## src/rtl/alps_pkg.sv

```systemverilog
// ----------------------------------------------------------------------------
// alps_pkg
// Shared types, codes and defaults for the LED pulse serializer.
// ----------------------------------------------------------------------------
package alps_pkg;

    localparam int REPEAT_WIDTH_DEF = 16;
    localparam int TIMING_WIDTH_DEF = 8;

    // Reset values of the timing registers
    localparam int BIT_PERIOD_RST     = 20;
    localparam int ZERO_HIGH_TIME_RST = 6;
    localparam int ONE_HIGH_TIME_RST  = 10;

    // Configuration register indexes
    localparam logic [1:0] CFG_BIT_PERIOD     = 2'd0;
    localparam logic [1:0] CFG_ZERO_HIGH_TIME = 2'd1;
    localparam logic [1:0] CFG_ONE_HIGH_TIME  = 2'd2;

    localparam logic [3:0] BYTE_BITS   = 4'd8;
    localparam logic [1:0] LAST_COLOUR = 2'd2;   // blue, sent last
    localparam int         QUEUE_DEPTH = 2;

    typedef enum logic [1:0] {
        MODE_TICK = 2'd0,
        MODE_BYTE = 2'd1,
        MODE_FILL = 2'd2
    } t_mode;

    // Command class decided by the front stage
    typedef enum logic [1:0] {
        KIND_TICK       = 2'd0,
        KIND_BYTE       = 2'd1,
        KIND_FILL       = 2'd2,
        KIND_FILL_EMPTY = 2'd3
    } t_kind;

    typedef struct packed {
        t_kind       kind;
        logic [7:0]  data_byte;
        logic        final_byte;
        logic [7:0]  green;
        logic [7:0]  red;
        logic [7:0]  blue;
    } t_cmd;

endpackage

```

## src/rtl/alps_if.sv

```systemverilog
// ----------------------------------------------------------------------------
// alps_if
// Valid/ready channels of the LED pulse serializer: items, results, config.
// ----------------------------------------------------------------------------
interface alps_in_if
    import alps_pkg::*;
#(
    parameter int REPEAT_WIDTH = REPEAT_WIDTH_DEF
);
    logic                    valid;
    logic                    ready;
    logic [1:0]              mode;
    logic [7:0]              data_byte;
    logic                    final_byte;
    logic [7:0]              red;
    logic [7:0]              green;
    logic [7:0]              blue;
    logic [REPEAT_WIDTH-1:0] repeat_count;

    modport source (
        output valid, mode, data_byte, final_byte, red, green, blue, repeat_count,
        input  ready
    );
    modport sink (
        input  valid, mode, data_byte, final_byte, red, green, blue, repeat_count,
        output ready
    );
endinterface

interface alps_out_if;
    logic valid;
    logic ready;
    logic pin_level;
    logic busy_res;
    logic frame_done;
    logic command_dropped;

    modport source (
        output valid, pin_level, busy_res, frame_done, command_dropped,
        input  ready
    );
    modport sink (
        input  valid, pin_level, busy_res, frame_done, command_dropped,
        output ready
    );
endinterface

interface alps_cfg_if
    import alps_pkg::*;
#(
    parameter int TIMING_WIDTH = TIMING_WIDTH_DEF
);
    logic                    valid;
    logic                    ready;
    logic [1:0]              index;
    logic [TIMING_WIDTH-1:0] data;

    modport source (output valid, index, data, input ready);
    modport sink   (input valid, index, data, output ready);
endinterface

```

## src/rtl/addressable_led_pulse_serializer_top.sv

```systemverilog
// ----------------------------------------------------------------------------
// addressable_led_pulse_serializer_top
// Single-wire pulse-width serializer for chained RGB LEDs.
// ----------------------------------------------------------------------------
// Path: an item passes the decode register, the queue and the result register in
//   that order before its result can transfer.
// Throughput: one item per cycle while o_result is ready; the engine state steps per entry.
// Reset: synchronous, active low; clears all control state and loads the timing
//   registers with 20 / 6 / 10 ticks.
module addressable_led_pulse_serializer_top
    import alps_pkg::*;
#(
    parameter int REPEAT_WIDTH = REPEAT_WIDTH_DEF,
    parameter int TIMING_WIDTH = TIMING_WIDTH_DEF
) (
    input  logic       i_clk,
    input  logic       i_rst_n,
    alps_in_if.sink    i_item,
    alps_cfg_if.sink   i_cfg,
    alps_out_if.source o_result
);

    localparam int QW = $bits(t_cmd) + REPEAT_WIDTH;

    logic                    w_push_valid;
    logic                    w_push_ready;
    t_cmd                    w_push_cmd;
    logic [REPEAT_WIDTH-1:0] w_push_count;
    logic                    w_pop_valid;
    logic                    w_pop_ready;
    logic [QW-1:0]           w_pop_data;
    t_cmd                    w_pop_cmd;
    logic [REPEAT_WIDTH-1:0] w_pop_count;

    alps_front #(
        .REPEAT_WIDTH (REPEAT_WIDTH)
    ) u_front (
        .i_clk        (i_clk),
        .i_rst_n      (i_rst_n),
        .i_item       (i_item),
        .o_push_valid (w_push_valid),
        .i_push_ready (w_push_ready),
        .o_push_cmd   (w_push_cmd),
        .o_push_count (w_push_count)
    );

    alps_queue #(
        .WIDTH (QW)
    ) u_queue (
        .i_clk        (i_clk),
        .i_rst_n      (i_rst_n),
        .i_push_valid (w_push_valid),
        .o_push_ready (w_push_ready),
        .i_push_data  ({w_push_cmd, w_push_count}),
        .o_pop_valid  (w_pop_valid),
        .i_pop_ready  (w_pop_ready),
        .o_pop_data   (w_pop_data)
    );

    assign w_pop_cmd   = t_cmd'(w_pop_data[QW-1:REPEAT_WIDTH]);
    assign w_pop_count = w_pop_data[REPEAT_WIDTH-1:0];

    alps_engine #(
        .REPEAT_WIDTH (REPEAT_WIDTH),
        .TIMING_WIDTH (TIMING_WIDTH)
    ) u_engine (
        .i_clk       (i_clk),
        .i_rst_n     (i_rst_n),
        .i_pop_valid (w_pop_valid),
        .o_pop_ready (w_pop_ready),
        .i_pop_cmd   (w_pop_cmd),
        .i_pop_count (w_pop_count),
        .i_cfg       (i_cfg),
        .o_result    (o_result)
    );

endmodule

```

## src/rtl/alps_front.sv

```systemverilog
// ----------------------------------------------------------------------------
// alps_front
// Input stage: takes items, decodes the mode into a command class.
// ----------------------------------------------------------------------------
module alps_front
    import alps_pkg::*;
#(
    parameter int REPEAT_WIDTH = REPEAT_WIDTH_DEF
) (
    input  logic                    i_clk,
    input  logic                    i_rst_n,
    alps_in_if.sink                 i_item,
    output logic                    o_push_valid,
    input  logic                    i_push_ready,
    output t_cmd                    o_push_cmd,
    output logic [REPEAT_WIDTH-1:0] o_push_count
);

    logic                    r_valid;
    t_cmd                    r_cmd;
    logic [REPEAT_WIDTH-1:0] r_count;
    t_cmd                    n_cmd;
    logic                    w_take;

    assign i_item.ready = !r_valid || i_push_ready;
    assign w_take       = i_item.valid && i_item.ready;

    always_comb begin
        n_cmd.data_byte  = i_item.data_byte;
        n_cmd.final_byte = i_item.final_byte;
        n_cmd.green      = i_item.green;
        n_cmd.red        = i_item.red;
        n_cmd.blue       = i_item.blue;
        case (i_item.mode)
            MODE_BYTE: begin
                n_cmd.kind = KIND_BYTE;
            end
            MODE_FILL: begin
                n_cmd.kind = (i_item.repeat_count == '0) ? KIND_FILL_EMPTY : KIND_FILL;
            end
            // tick only, and the unused code
            default: begin
                n_cmd.kind = KIND_TICK;
            end
        endcase
    end

    always_ff @(posedge i_clk) begin
        if (!i_rst_n) begin
            r_valid <= 1'b0;
        end else if (w_take) begin
            r_valid <= 1'b1;
        end else if (i_push_ready) begin
            r_valid <= 1'b0;
        end
    end

    always_ff @(posedge i_clk) begin
        if (w_take) begin
            r_cmd   <= n_cmd;
            r_count <= i_item.repeat_count;
        end
    end

    assign o_push_valid = r_valid;
    assign o_push_cmd   = r_cmd;
    assign o_push_count = r_count;

endmodule

```

## src/rtl/alps_queue.sv

```systemverilog
// ----------------------------------------------------------------------------
// alps_queue
// Short FIFO between the decode stage and the pulse engine.
// ----------------------------------------------------------------------------
module alps_queue
    import alps_pkg::*;
#(
    parameter int WIDTH = 8
) (
    input  logic             i_clk,
    input  logic             i_rst_n,
    input  logic             i_push_valid,
    output logic             o_push_ready,
    input  logic [WIDTH-1:0] i_push_data,
    output logic             o_pop_valid,
    input  logic             i_pop_ready,
    output logic [WIDTH-1:0] o_pop_data
);

    localparam int AW = (QUEUE_DEPTH > 1) ? $clog2(QUEUE_DEPTH) : 1;
    localparam int CW = $clog2(QUEUE_DEPTH + 1);

    logic [WIDTH-1:0] r_mem [QUEUE_DEPTH];
    logic [AW-1:0]    r_wr_ptr;
    logic [AW-1:0]    r_rd_ptr;
    logic [CW-1:0]    r_count;
    logic             w_push;
    logic             w_pop;

    assign o_push_ready = (r_count != CW'(QUEUE_DEPTH));
    assign o_pop_valid  = (r_count != '0);
    assign o_pop_data   = r_mem[r_rd_ptr];
    assign w_push       = i_push_valid && o_push_ready;
    assign w_pop        = o_pop_valid && i_pop_ready;

    always_ff @(posedge i_clk) begin
        if (!i_rst_n) begin
            r_wr_ptr <= '0;
            r_rd_ptr <= '0;
            r_count  <= '0;
        end else begin
            if (w_push) begin
                r_wr_ptr <= (r_wr_ptr == AW'(QUEUE_DEPTH - 1)) ? '0 : r_wr_ptr + 1'b1;
            end
            if (w_pop) begin
                r_rd_ptr <= (r_rd_ptr == AW'(QUEUE_DEPTH - 1)) ? '0 : r_rd_ptr + 1'b1;
            end
            if (w_push && !w_pop) begin
                r_count <= r_count + 1'b1;
            end else if (w_pop && !w_push) begin
                r_count <= r_count - 1'b1;
            end
        end
    end

    always_ff @(posedge i_clk) begin
        if (w_push) begin
            r_mem[r_wr_ptr] <= i_push_data;
        end
    end

endmodule

```

## src/rtl/alps_engine.sv

```systemverilog
// ----------------------------------------------------------------------------
// alps_engine
// Pulse engine: timing registers, bit shifter, fill sequencer, result register.
// ----------------------------------------------------------------------------
module alps_engine
    import alps_pkg::*;
#(
    parameter int REPEAT_WIDTH = REPEAT_WIDTH_DEF,
    parameter int TIMING_WIDTH = TIMING_WIDTH_DEF
) (
    input  logic                    i_clk,
    input  logic                    i_rst_n,
    input  logic                    i_pop_valid,
    output logic                    o_pop_ready,
    input  t_cmd                    i_pop_cmd,
    input  logic [REPEAT_WIDTH-1:0] i_pop_count,
    alps_cfg_if.sink                i_cfg,
    alps_out_if.source              o_result
);

    localparam int TW = TIMING_WIDTH;
    localparam int RW = REPEAT_WIDTH;

    // timing registers
    logic [TW-1:0] r_bit_period;
    logic [TW-1:0] r_zero_high;
    logic [TW-1:0] r_one_high;

    // transmit state
    logic [7:0]    r_shift;
    logic [3:0]    r_bits_left;
    logic [TW-1:0] r_tick;
    logic [7:0]    r_colour [3];
    logic [1:0]    r_colour_idx;
    logic [RW-1:0] r_repeats;
    logic          r_ends_frame;
    logic          r_filling;

    logic [7:0]    n_shift;
    logic [3:0]    n_bits_left;
    logic [TW-1:0] n_tick;
    logic [7:0]    n_colour [3];
    logic [1:0]    n_colour_idx;
    logic [RW-1:0] n_repeats;
    logic          n_ends_frame;
    logic          n_filling;

    // result register
    logic r_out_valid;
    logic r_out_pin;
    logic r_out_busy;
    logic r_out_done;
    logic r_out_dropped;
    logic n_pin;
    logic n_busy;
    logic n_done;
    logic n_dropped;

    logic          w_idle;
    logic          w_pop;
    logic [TW-1:0] w_high;
    logic [TW-1:0] w_tick_inc;
    logic [7:0]    w_next_colour;

    assign i_cfg.ready = 1'b1;
    assign o_pop_ready = !r_out_valid || o_result.ready;
    assign w_pop       = i_pop_valid && o_pop_ready;
    assign w_idle      = (r_bits_left == '0);

    always_comb begin
        n_shift      = r_shift;
        n_bits_left  = r_bits_left;
        n_tick       = r_tick;
        n_colour     = r_colour;
        n_colour_idx = r_colour_idx;
        n_repeats    = r_repeats;
        n_ends_frame = r_ends_frame;
        n_filling    = r_filling;
        n_pin        = 1'b0;
        n_busy       = 1'b0;
        n_done       = 1'b0;
        n_dropped    = 1'b0;
        w_high        = '0;
        w_tick_inc    = '0;
        w_next_colour = '0;

        // load a command; its first bit runs in this same tick
        case (i_pop_cmd.kind)
            KIND_BYTE: begin
                if (!w_idle) begin
                    n_dropped = 1'b1;
                end else begin
                    n_shift      = i_pop_cmd.data_byte;
                    n_bits_left  = BYTE_BITS;
                    n_tick       = '0;
                    n_ends_frame = i_pop_cmd.final_byte;
                    n_filling    = 1'b0;
                end
            end
            KIND_FILL: begin
                if (!w_idle) begin
                    n_dropped = 1'b1;
                end else begin
                    n_colour[0]  = i_pop_cmd.green;
                    n_colour[1]  = i_pop_cmd.red;
                    n_colour[2]  = i_pop_cmd.blue;
                    n_colour_idx = '0;
                    n_repeats    = i_pop_count;
                    n_filling    = 1'b1;
                    n_ends_frame = 1'b1;
                    n_shift      = i_pop_cmd.green;
                    n_bits_left  = BYTE_BITS;
                    n_tick       = '0;
                end
            end
            KIND_FILL_EMPTY: begin
                if (!w_idle) begin
                    n_dropped = 1'b1;
                end else begin
                    n_done = 1'b1;
                end
            end
            default: begin
            end
        endcase

        // drive one tick of the current bit
        if (n_bits_left != '0) begin
            w_high     = n_shift[7] ? r_one_high : r_zero_high;
            n_busy     = 1'b1;
            n_pin      = (n_tick < w_high);
            w_tick_inc = n_tick + 1'b1;
            if ((w_tick_inc >= r_bit_period) || (w_tick_inc == '0)) begin
                n_tick      = '0;
                n_shift     = {n_shift[6:0], 1'b0};
                n_bits_left = n_bits_left - 1'b1;
                if (n_bits_left == '0) begin
                    if (n_filling) begin
                        // advance to the next colour, wrap after blue
                        if (n_colour_idx == LAST_COLOUR) begin
                            n_colour_idx = '0;
                            n_repeats    = n_repeats - 1'b1;
                        end else begin
                            n_colour_idx = n_colour_idx + 1'b1;
                        end
                        case (n_colour_idx)
                            2'd0:    w_next_colour = n_colour[0];
                            2'd1:    w_next_colour = n_colour[1];
                            default: w_next_colour = n_colour[2];
                        endcase
                        if (n_repeats == '0) begin
                            n_filling    = 1'b0;
                            n_done       = n_ends_frame;
                            n_ends_frame = 1'b0;
                        end else begin
                            n_shift     = w_next_colour;
                            n_bits_left = BYTE_BITS;
                            n_tick      = '0;
                        end
                    end else begin
                        n_done       = n_ends_frame;
                        n_ends_frame = 1'b0;
                    end
                end
            end else begin
                n_tick = w_tick_inc;
            end
        end
    end

    always_ff @(posedge i_clk) begin
        if (!i_rst_n) begin
            r_bit_period <= TW'(BIT_PERIOD_RST);
            r_zero_high  <= TW'(ZERO_HIGH_TIME_RST);
            r_one_high   <= TW'(ONE_HIGH_TIME_RST);
        end else if (i_cfg.valid) begin
            case (i_cfg.index)
                CFG_BIT_PERIOD:     r_bit_period <= i_cfg.data;
                CFG_ZERO_HIGH_TIME: r_zero_high  <= i_cfg.data;
                CFG_ONE_HIGH_TIME:  r_one_high   <= i_cfg.data;
                default: begin
                end
            endcase
        end
    end

    always_ff @(posedge i_clk) begin
        if (!i_rst_n) begin
            r_shift      <= '0;
            r_bits_left  <= '0;
            r_tick       <= '0;
            r_colour     <= '{default: '0};
            r_colour_idx <= '0;
            r_repeats    <= '0;
            r_ends_frame <= 1'b0;
            r_filling    <= 1'b0;
        end else if (w_pop) begin
            r_shift      <= n_shift;
            r_bits_left  <= n_bits_left;
            r_tick       <= n_tick;
            r_colour     <= n_colour;
            r_colour_idx <= n_colour_idx;
            r_repeats    <= n_repeats;
            r_ends_frame <= n_ends_frame;
            r_filling    <= n_filling;
        end
    end

    // hold the result until the transfer, refill in the same cycle
    always_ff @(posedge i_clk) begin
        if (!i_rst_n) begin
            r_out_valid <= 1'b0;
        end else if (w_pop) begin
            r_out_valid <= 1'b1;
        end else if (o_result.ready) begin
            r_out_valid <= 1'b0;
        end
    end

    always_ff @(posedge i_clk) begin
        if (w_pop) begin
            r_out_pin     <= n_pin;
            r_out_busy    <= n_busy;
            r_out_done    <= n_done;
            r_out_dropped <= n_dropped;
        end
    end

    assign o_result.valid           = r_out_valid;
    assign o_result.pin_level       = r_out_pin;
    assign o_result.busy_res        = r_out_busy;
    assign o_result.frame_done      = r_out_done;
    assign o_result.command_dropped = r_out_dropped;

    a_bits_range: assert property (@(posedge i_clk) disable iff (!i_rst_n)
        r_bits_left <= BYTE_BITS)
        else $error("bit counter beyond one byte");

    a_idle_tick_clear: assert property (@(posedge i_clk) disable iff (!i_rst_n)
        (r_bits_left == '0) |-> (r_tick == '0))
        else $error("tick counter running while idle");

    a_fill_has_repeats: assert property (@(posedge i_clk) disable iff (!i_rst_n)
        r_filling |-> (r_repeats != '0 && r_bits_left != '0))
        else $error("fill active with nothing left to send");

    a_colour_idx_range: assert property (@(posedge i_clk) disable iff (!i_rst_n)
        r_colour_idx != 2'd3)
        else $error("colour index out of range");

    a_result_busy: assert property (@(posedge i_clk) disable iff (!i_rst_n)
        (w_pop && n_dropped) |=> (r_out_busy && r_out_dropped))
        else $error("dropped command reported on an idle tick");

endmodule
```

## src/flat_wrapper.sv

```systemverilog
// flat-port wrapper written by rule: the top's interface ports become plain ports
module addressable_led_pulse_serializer_top_flat import alps_pkg::*;
#(
    parameter int REPEAT_WIDTH = REPEAT_WIDTH_DEF,
    parameter int TIMING_WIDTH = TIMING_WIDTH_DEF
)
  (i_clk, i_rst_n, i_item_valid, i_item_mode, i_item_data_byte, i_item_final_byte, i_item_red, i_item_green, i_item_blue, i_item_repeat_count, i_item_ready, i_cfg_valid, i_cfg_index, i_cfg_data, i_cfg_ready, o_result_valid, o_result_pin_level, o_result_busy_res, o_result_frame_done, o_result_command_dropped, o_result_ready);
  alps_in_if #(.REPEAT_WIDTH(REPEAT_WIDTH)) i_item_i ();
  alps_cfg_if #(.TIMING_WIDTH(TIMING_WIDTH)) i_cfg_i ();
  alps_out_if o_result_i ();
  input  logic i_clk;
  input  logic i_rst_n;
  input wire logic [$bits(i_item_i.valid)-1:0] i_item_valid;
  input wire logic [$bits(i_item_i.mode)-1:0] i_item_mode;
  input wire logic [$bits(i_item_i.data_byte)-1:0] i_item_data_byte;
  input wire logic [$bits(i_item_i.final_byte)-1:0] i_item_final_byte;
  input wire logic [$bits(i_item_i.red)-1:0] i_item_red;
  input wire logic [$bits(i_item_i.green)-1:0] i_item_green;
  input wire logic [$bits(i_item_i.blue)-1:0] i_item_blue;
  input wire logic [$bits(i_item_i.repeat_count)-1:0] i_item_repeat_count;
  output wire logic [$bits(i_item_i.ready)-1:0] i_item_ready;
  input wire logic [$bits(i_cfg_i.valid)-1:0] i_cfg_valid;
  input wire logic [$bits(i_cfg_i.index)-1:0] i_cfg_index;
  input wire logic [$bits(i_cfg_i.data)-1:0] i_cfg_data;
  output wire logic [$bits(i_cfg_i.ready)-1:0] i_cfg_ready;
  output wire logic [$bits(o_result_i.valid)-1:0] o_result_valid;
  output wire logic [$bits(o_result_i.pin_level)-1:0] o_result_pin_level;
  output wire logic [$bits(o_result_i.busy_res)-1:0] o_result_busy_res;
  output wire logic [$bits(o_result_i.frame_done)-1:0] o_result_frame_done;
  output wire logic [$bits(o_result_i.command_dropped)-1:0] o_result_command_dropped;
  input wire logic [$bits(o_result_i.ready)-1:0] o_result_ready;
  assign i_item_i.valid = i_item_valid;
  assign i_item_i.mode = i_item_mode;
  assign i_item_i.data_byte = i_item_data_byte;
  assign i_item_i.final_byte = i_item_final_byte;
  assign i_item_i.red = i_item_red;
  assign i_item_i.green = i_item_green;
  assign i_item_i.blue = i_item_blue;
  assign i_item_i.repeat_count = i_item_repeat_count;
  assign i_item_ready = i_item_i.ready;
  assign i_cfg_i.valid = i_cfg_valid;
  assign i_cfg_i.index = i_cfg_index;
  assign i_cfg_i.data = i_cfg_data;
  assign i_cfg_ready = i_cfg_i.ready;
  assign o_result_valid = o_result_i.valid;
  assign o_result_pin_level = o_result_i.pin_level;
  assign o_result_busy_res = o_result_i.busy_res;
  assign o_result_frame_done = o_result_i.frame_done;
  assign o_result_command_dropped = o_result_i.command_dropped;
  assign o_result_i.ready = o_result_ready;
  addressable_led_pulse_serializer_top #(.REPEAT_WIDTH(REPEAT_WIDTH), .TIMING_WIDTH(TIMING_WIDTH)) u_core (.i_clk(i_clk), .i_rst_n(i_rst_n), .i_item(i_item_i), .i_cfg(i_cfg_i), .o_result(o_result_i));
endmodule
```

## config.mk

```make
export PLATFORM = sky130hd
export DESIGN_NAME = addressable_led_pulse_serializer_top_flat
export DESIGN_NICKNAME = d
export VERILOG_FILES = /design/src/rtl/alps_pkg.sv /design/src/rtl/alps_if.sv /design/src/rtl/addressable_led_pulse_serializer_top.sv /design/src/rtl/alps_front.sv /design/src/rtl/alps_queue.sv /design/src/rtl/alps_engine.sv /design/src/flat_wrapper.sv
export SDC_FILE = /design/constraint.sdc
export NUM_CORES = 1
export LEC_CHECK = 0
export ABC_AREA = 1
export BUFFER_PORTS_ARGS = -buffer_cell sky130_fd_sc_hd__buf_2
export CAP_MARGIN = 20
export CORE_MARGIN = 3
export CORE_UTILIZATION = 61
export DETAILED_ROUTE_END_ITERATION = 8
export PLACE_DENSITY = 0.77
export SYNTH_ARGS = -nofsm -noshare
export SYNTH_HDL_FRONTEND = slang
export SYNTH_SLANG_ARGS = --single-unit
```

## constraint.sdc

```tcl
create_clock -name i_clk -period 6 [get_ports i_clk]
set_input_delay 0.9 -clock i_clk [delete_from_list [all_inputs] [get_ports i_clk]]
set_output_delay 0.9 -clock i_clk [all_outputs]
set_load 0.03 [all_outputs]
```

==> impl.org <==
** Die
- Cell row count :: around 50
- Area of the die :: 20,100 sq um
- Core footprint :: 18,000 sq um
- Horizontal die dimension :: 142 um
- The die is between 100 and 150 um tall.
- Top Ports :: 73
- Initial Utilization :: 0.625

** Finish
- The count of cells in the finished layout, fillers not included, comes to between 1,500 and 2,000.
- In the final layout, flip-flops and latches occupy roughly 6600 sq um.
- Post-layout net count :: 1,355
- Fraction of layout cells with a size suffix above 1 :: 0.131
- Area growth syn-to-layout :: 12.4%
- Count of fill cells added during filler insertion :: 1,369
- Measured on the finished design, the core utilization comes to 0.702.
- Number of antenna repair diodes :: 0
- Multi-input gate area :: 4090 sq um

** Setup path
- At the worst endpoint, the required time is 6.39 ns.
- STA classifies the critical path endpoint as a flip-flop.
- STA classifies the critical path startpoint as a flip-flop.
- Worst Reg-to-Reg Cells :: 25
- Worst Path Max Fanout :: 20
- The critical path in this run is classified as reg2reg.
- At the worst endpoint, the arrival time is 5.56 ns.

** Pwr
- Pwr/cell area :: a little over 500 nW/um^2
- Maximum VDD drop :: 0.321 mV
- Summed over all cells, the static leakage comes to 5.13 nW.

** Drt
- In this run, the number of DRC markers left after iteration 0 of detailed routing was roughly 800.
- Number of vias per cell after detailed routing :: 5.63
- Number of routed nets with antenna violations :: 0
- For this run, design rule violations remaining after detail routing come to 0.
- The routed layout has about 8,500 vias.
- The first TritonRoute pass finished after 8 iterations.
- WL/cell :: 16.0 um
- WL final :: 24,200 um

** Clock tree
- CTS built an H-tree with a depth of 1.
- Post-CTS timing repair inserted 0 buffers for setup.
- After clock tree synthesis, the clock-pin slew on the worst setup and hold paths is 0.07 ns.
- CTS Buf Count :: 25
- Maximum count of clock buffers along a single path :: 3
- The tree is rooted in a clkbuf_16.
- Sink Count :: between 200 and 300
- The clock reaches the later pin of the worst-skew pair after 0.52 ns.
- Number of instances resized during post-cts repair :: 0
- Number of hold buffers added after CTS :: 0
- CTS tree :: yes

** Run status
- Status :: finished, final reports clean

** Min path
- The path class of the tightest hold or removal check is reg2reg.
- Number of cells traversed by the worst hold path :: 0

** Place
- Detailed placement ended at an HPWL of about 16,000 um.
- Final Wtd Congestion :: 0.912
- Buffers placed on the I/O ports in this run total 71.
- Number of cells after detailed placement :: 1,465

** Logic synthesis
- Mean instance size in the synthesized netlist :: 9.38 sq um
- Ys Warns :: 0
- Of the synthesized area, sequential elements account for 0.588.
- Syn Std Cell Area :: 11,300 sq um
- Top FF cell, synth :: edfxtp_1
- Syn nets :: 1,292
- edfxtp_1 takes more of the synthesized area than any other cell.
- Counting flops and latches in the post-synthesis netlist gives 252.
- Post-synth cell types :: between 40 and 50
- Most frequently used cell type in the post-synthesis netlist :: nand2_1
- The commonest cells after synthesis are 300 x nand2_1, 157 x edfxtp_1, 122 x nor2_1, 95 x dfxtp_1, 82 x a21oi_1.
- The share of synthesized area in the top cell type comes to 0.419.
- Number of instances in the synthesized netlist :: around 1,200
- After synthesis, the share of flip-flops with an asynchronous set or reset is 0.
- Yosys mapped a number of flops with a built-in enable equal to 157.
- In the post-synthesis netlist, the biggest area contributors are edfxtp_1 42%, dfxtp_1 17%, nand2_1 10%, nor2_1 4.1%, a21oi_1 3.6%.

** STA
- In the finished design, the share of the clock period the worst path needs comes to 0.863.
- Worst-margin pin slew :: 0.903 ns
- Setup repair after global routing left no endpoint under its margin.
- Slew Limit Headroom :: 0.393
- Total Neg Setup Slack :: 0 ns
- Post-route minimum period :: 5.18 ns
- Highest Clock Rate :: 0.193 GHz
- Setup violation total in the final timing report :: 0
- The final hold violation count came to 0.
- Clock skew on the completed layout was measured at 0.0111 ns.
- The count of pins over their slew limit was 0.

** Global route
- The number of global-route vias before repair is 7,916.
- Maximum number of pins on one net before global-route repair :: 53
- Across every metal layer, demand over resource in global routing totals 0.243.
- First-pass GRT wire length :: 39,400 um
- For this run the aggregate overflow at the end of global routing stands at 0.
- Number of antenna violations at the first check in global routing :: 0

** Run
- Max-cap violations :: 0
## final timing paths
path                                 from                      endpoint  slack (ns)
max                             flip-flop  u_core.u_engine.r_repeats[5]        0.82
min          u_core.u_front.o_push_cmd[4]   u_core.u_queue.r_mem[1][20]        0.44
max reg2reg                     flip-flop  u_core.u_engine.r_repeats[5]        0.82
min reg2reg  u_core.u_front.o_push_cmd[4]   u_core.u_queue.r_mem[1][20]        0.44
## report_power, final
group          total, mW  leakage [nW]  switching, mW  internal [mW]
clock network       1.63         0.428          0.635          0.994
registers           2.31          2.25          0.155           2.15
logic               2.50          2.45           1.75          0.754
total               6.44          5.13           2.54           3.90
## registers in the layout, summed over array words and instances (netlist names), 2 cells and up, named ones only
register                      cells
u_core.u_engine.r_one_high        8
u_core.u_front.o_push_cmd        35
u_core.u_engine.r_colour         24
u_core.u_engine.r_tick            8
u_core.u_engine.r_shift           8
u_core.u_engine.r_colour_idx      2
u_core.u_engine.r_bits_left       4
u_core.u_queue.r_count            2
u_core.u_engine.r_bit_period      8
u_core.u_engine.r_zero_high       8
u_core.u_engine.r_repeats        16
u_core.u_queue.r_mem            102
u_core.u_front.o_push_count      16
## worst max-delay path: stages (launching register included)
cell,delay (ns)
dfxtp_2,0.56
inv_2,0.07
or2_2,0.28
o21ai_0,0.15
ha_1,0.23
inv_1,0.07
nor2_2,0.40
inv_4,0.18
nand2_1,0.15
inv_1,0.08
ha_1,0.22
inv_1,0.06
nor2_1,0.06
nand4_1,0.09
xor2_1,0.19
inv_1,0.09
ha_1,0.30
nand2_1,0.09
o21ai_0,0.09
a211oi_1,0.35
nand2_2,0.22
nand2_1,0.52
buf_4,0.30
a21oi_1,0.09
o21ai_0,0.09
a21oi_1,0.09
## layout make-up
type,instances,share of cell area
flip-flops and latches,252,0.523
clock inverters,16,0.0165
inverters,87,0.0262
well taps,229,0.0226
multi-input cells,814,0.323
clock buffers,30,0.0517
repair buffers,84,0.0368
## placed cells by master (no fill, tap or decap), types with 2 or more instances in the layout
cell	netlist	layout
a21boi_0	2	2
inv_2	4	5
clkinv_1	3	6
o21ai_1	14	14
dfxtp_1	95	94
nand4_1	9	9
inv_1	78	77
nand2_4	2	2
a31oi_1	7	7
bufinv_16	0	5
nand2_1	300	300
clkbuf_1	30	4
a211oi_1	10	10
nor2_1	122	119
o21ai_0	78	78
o211ai_1	9	9
edfxtp_1	157	157
nor2_4	5	7
a311oi_1	4	4
mux2i_1	16	16
or2_2	2	2
inv_6	0	2
xor2_1	8	8
a21oi_1	82	82
buf_4	2	12
nor3_1	3	3
nand3_1	73	73
nor4_1	5	5
clkinv_2	0	6
buf_2	8	71
inv_4	2	2
o22ai_1	9	9
clkbuf_16	0	25
nand2_2	3	3
o21ai_2	6	6
ha_1	25	25
nor2_2	12	13
## metrics by stage
stage | instance area [sq um] | hold slack (ns) | power (mW) | setup WS [ns]
after floorplan | 11300 | 0.421 | 4.25 | 1.05
after global placement | 11800 | 0.423 | 4.74 | 1.17
after detailed placement | 11800 | 0.429 | 4.80 | 0.886
after CTS | 12600 | 0.442 | 6.44 | 0.856
after global routing | 12700 | 0.450 | 6.90 | 0.394
final | 12700 | 0.442 | 6.44 | 0.822
## cells by family after synthesis
kind of cell	share of synthesized area
AND/OR/NAND/NOR	0.204
flip-flops	0.588
AO/OA/AOI/OAI	0.109
buffers and inverters	0.0504
adder cells (fa/ha/maj)	0.0278
multiplexers	0.0142
XOR/XNOR	0.00700
other	0.000333
## per-layer routing
| metal | vias up | share of wire | track usage |
|---|---|---|---|
| li1 | 4231 | - | - |
| met2 | 293 | 0.47 | 0.389 |
| met1 | 3950 | 0.44 | 0.344 |
| met5 | - | 0 | 0 |
| met4 | 0 | 0.028 | 0.0778 |
| met3 | 45 | 0.067 | 0.0361 |
(Power assumes the default switching activity.)
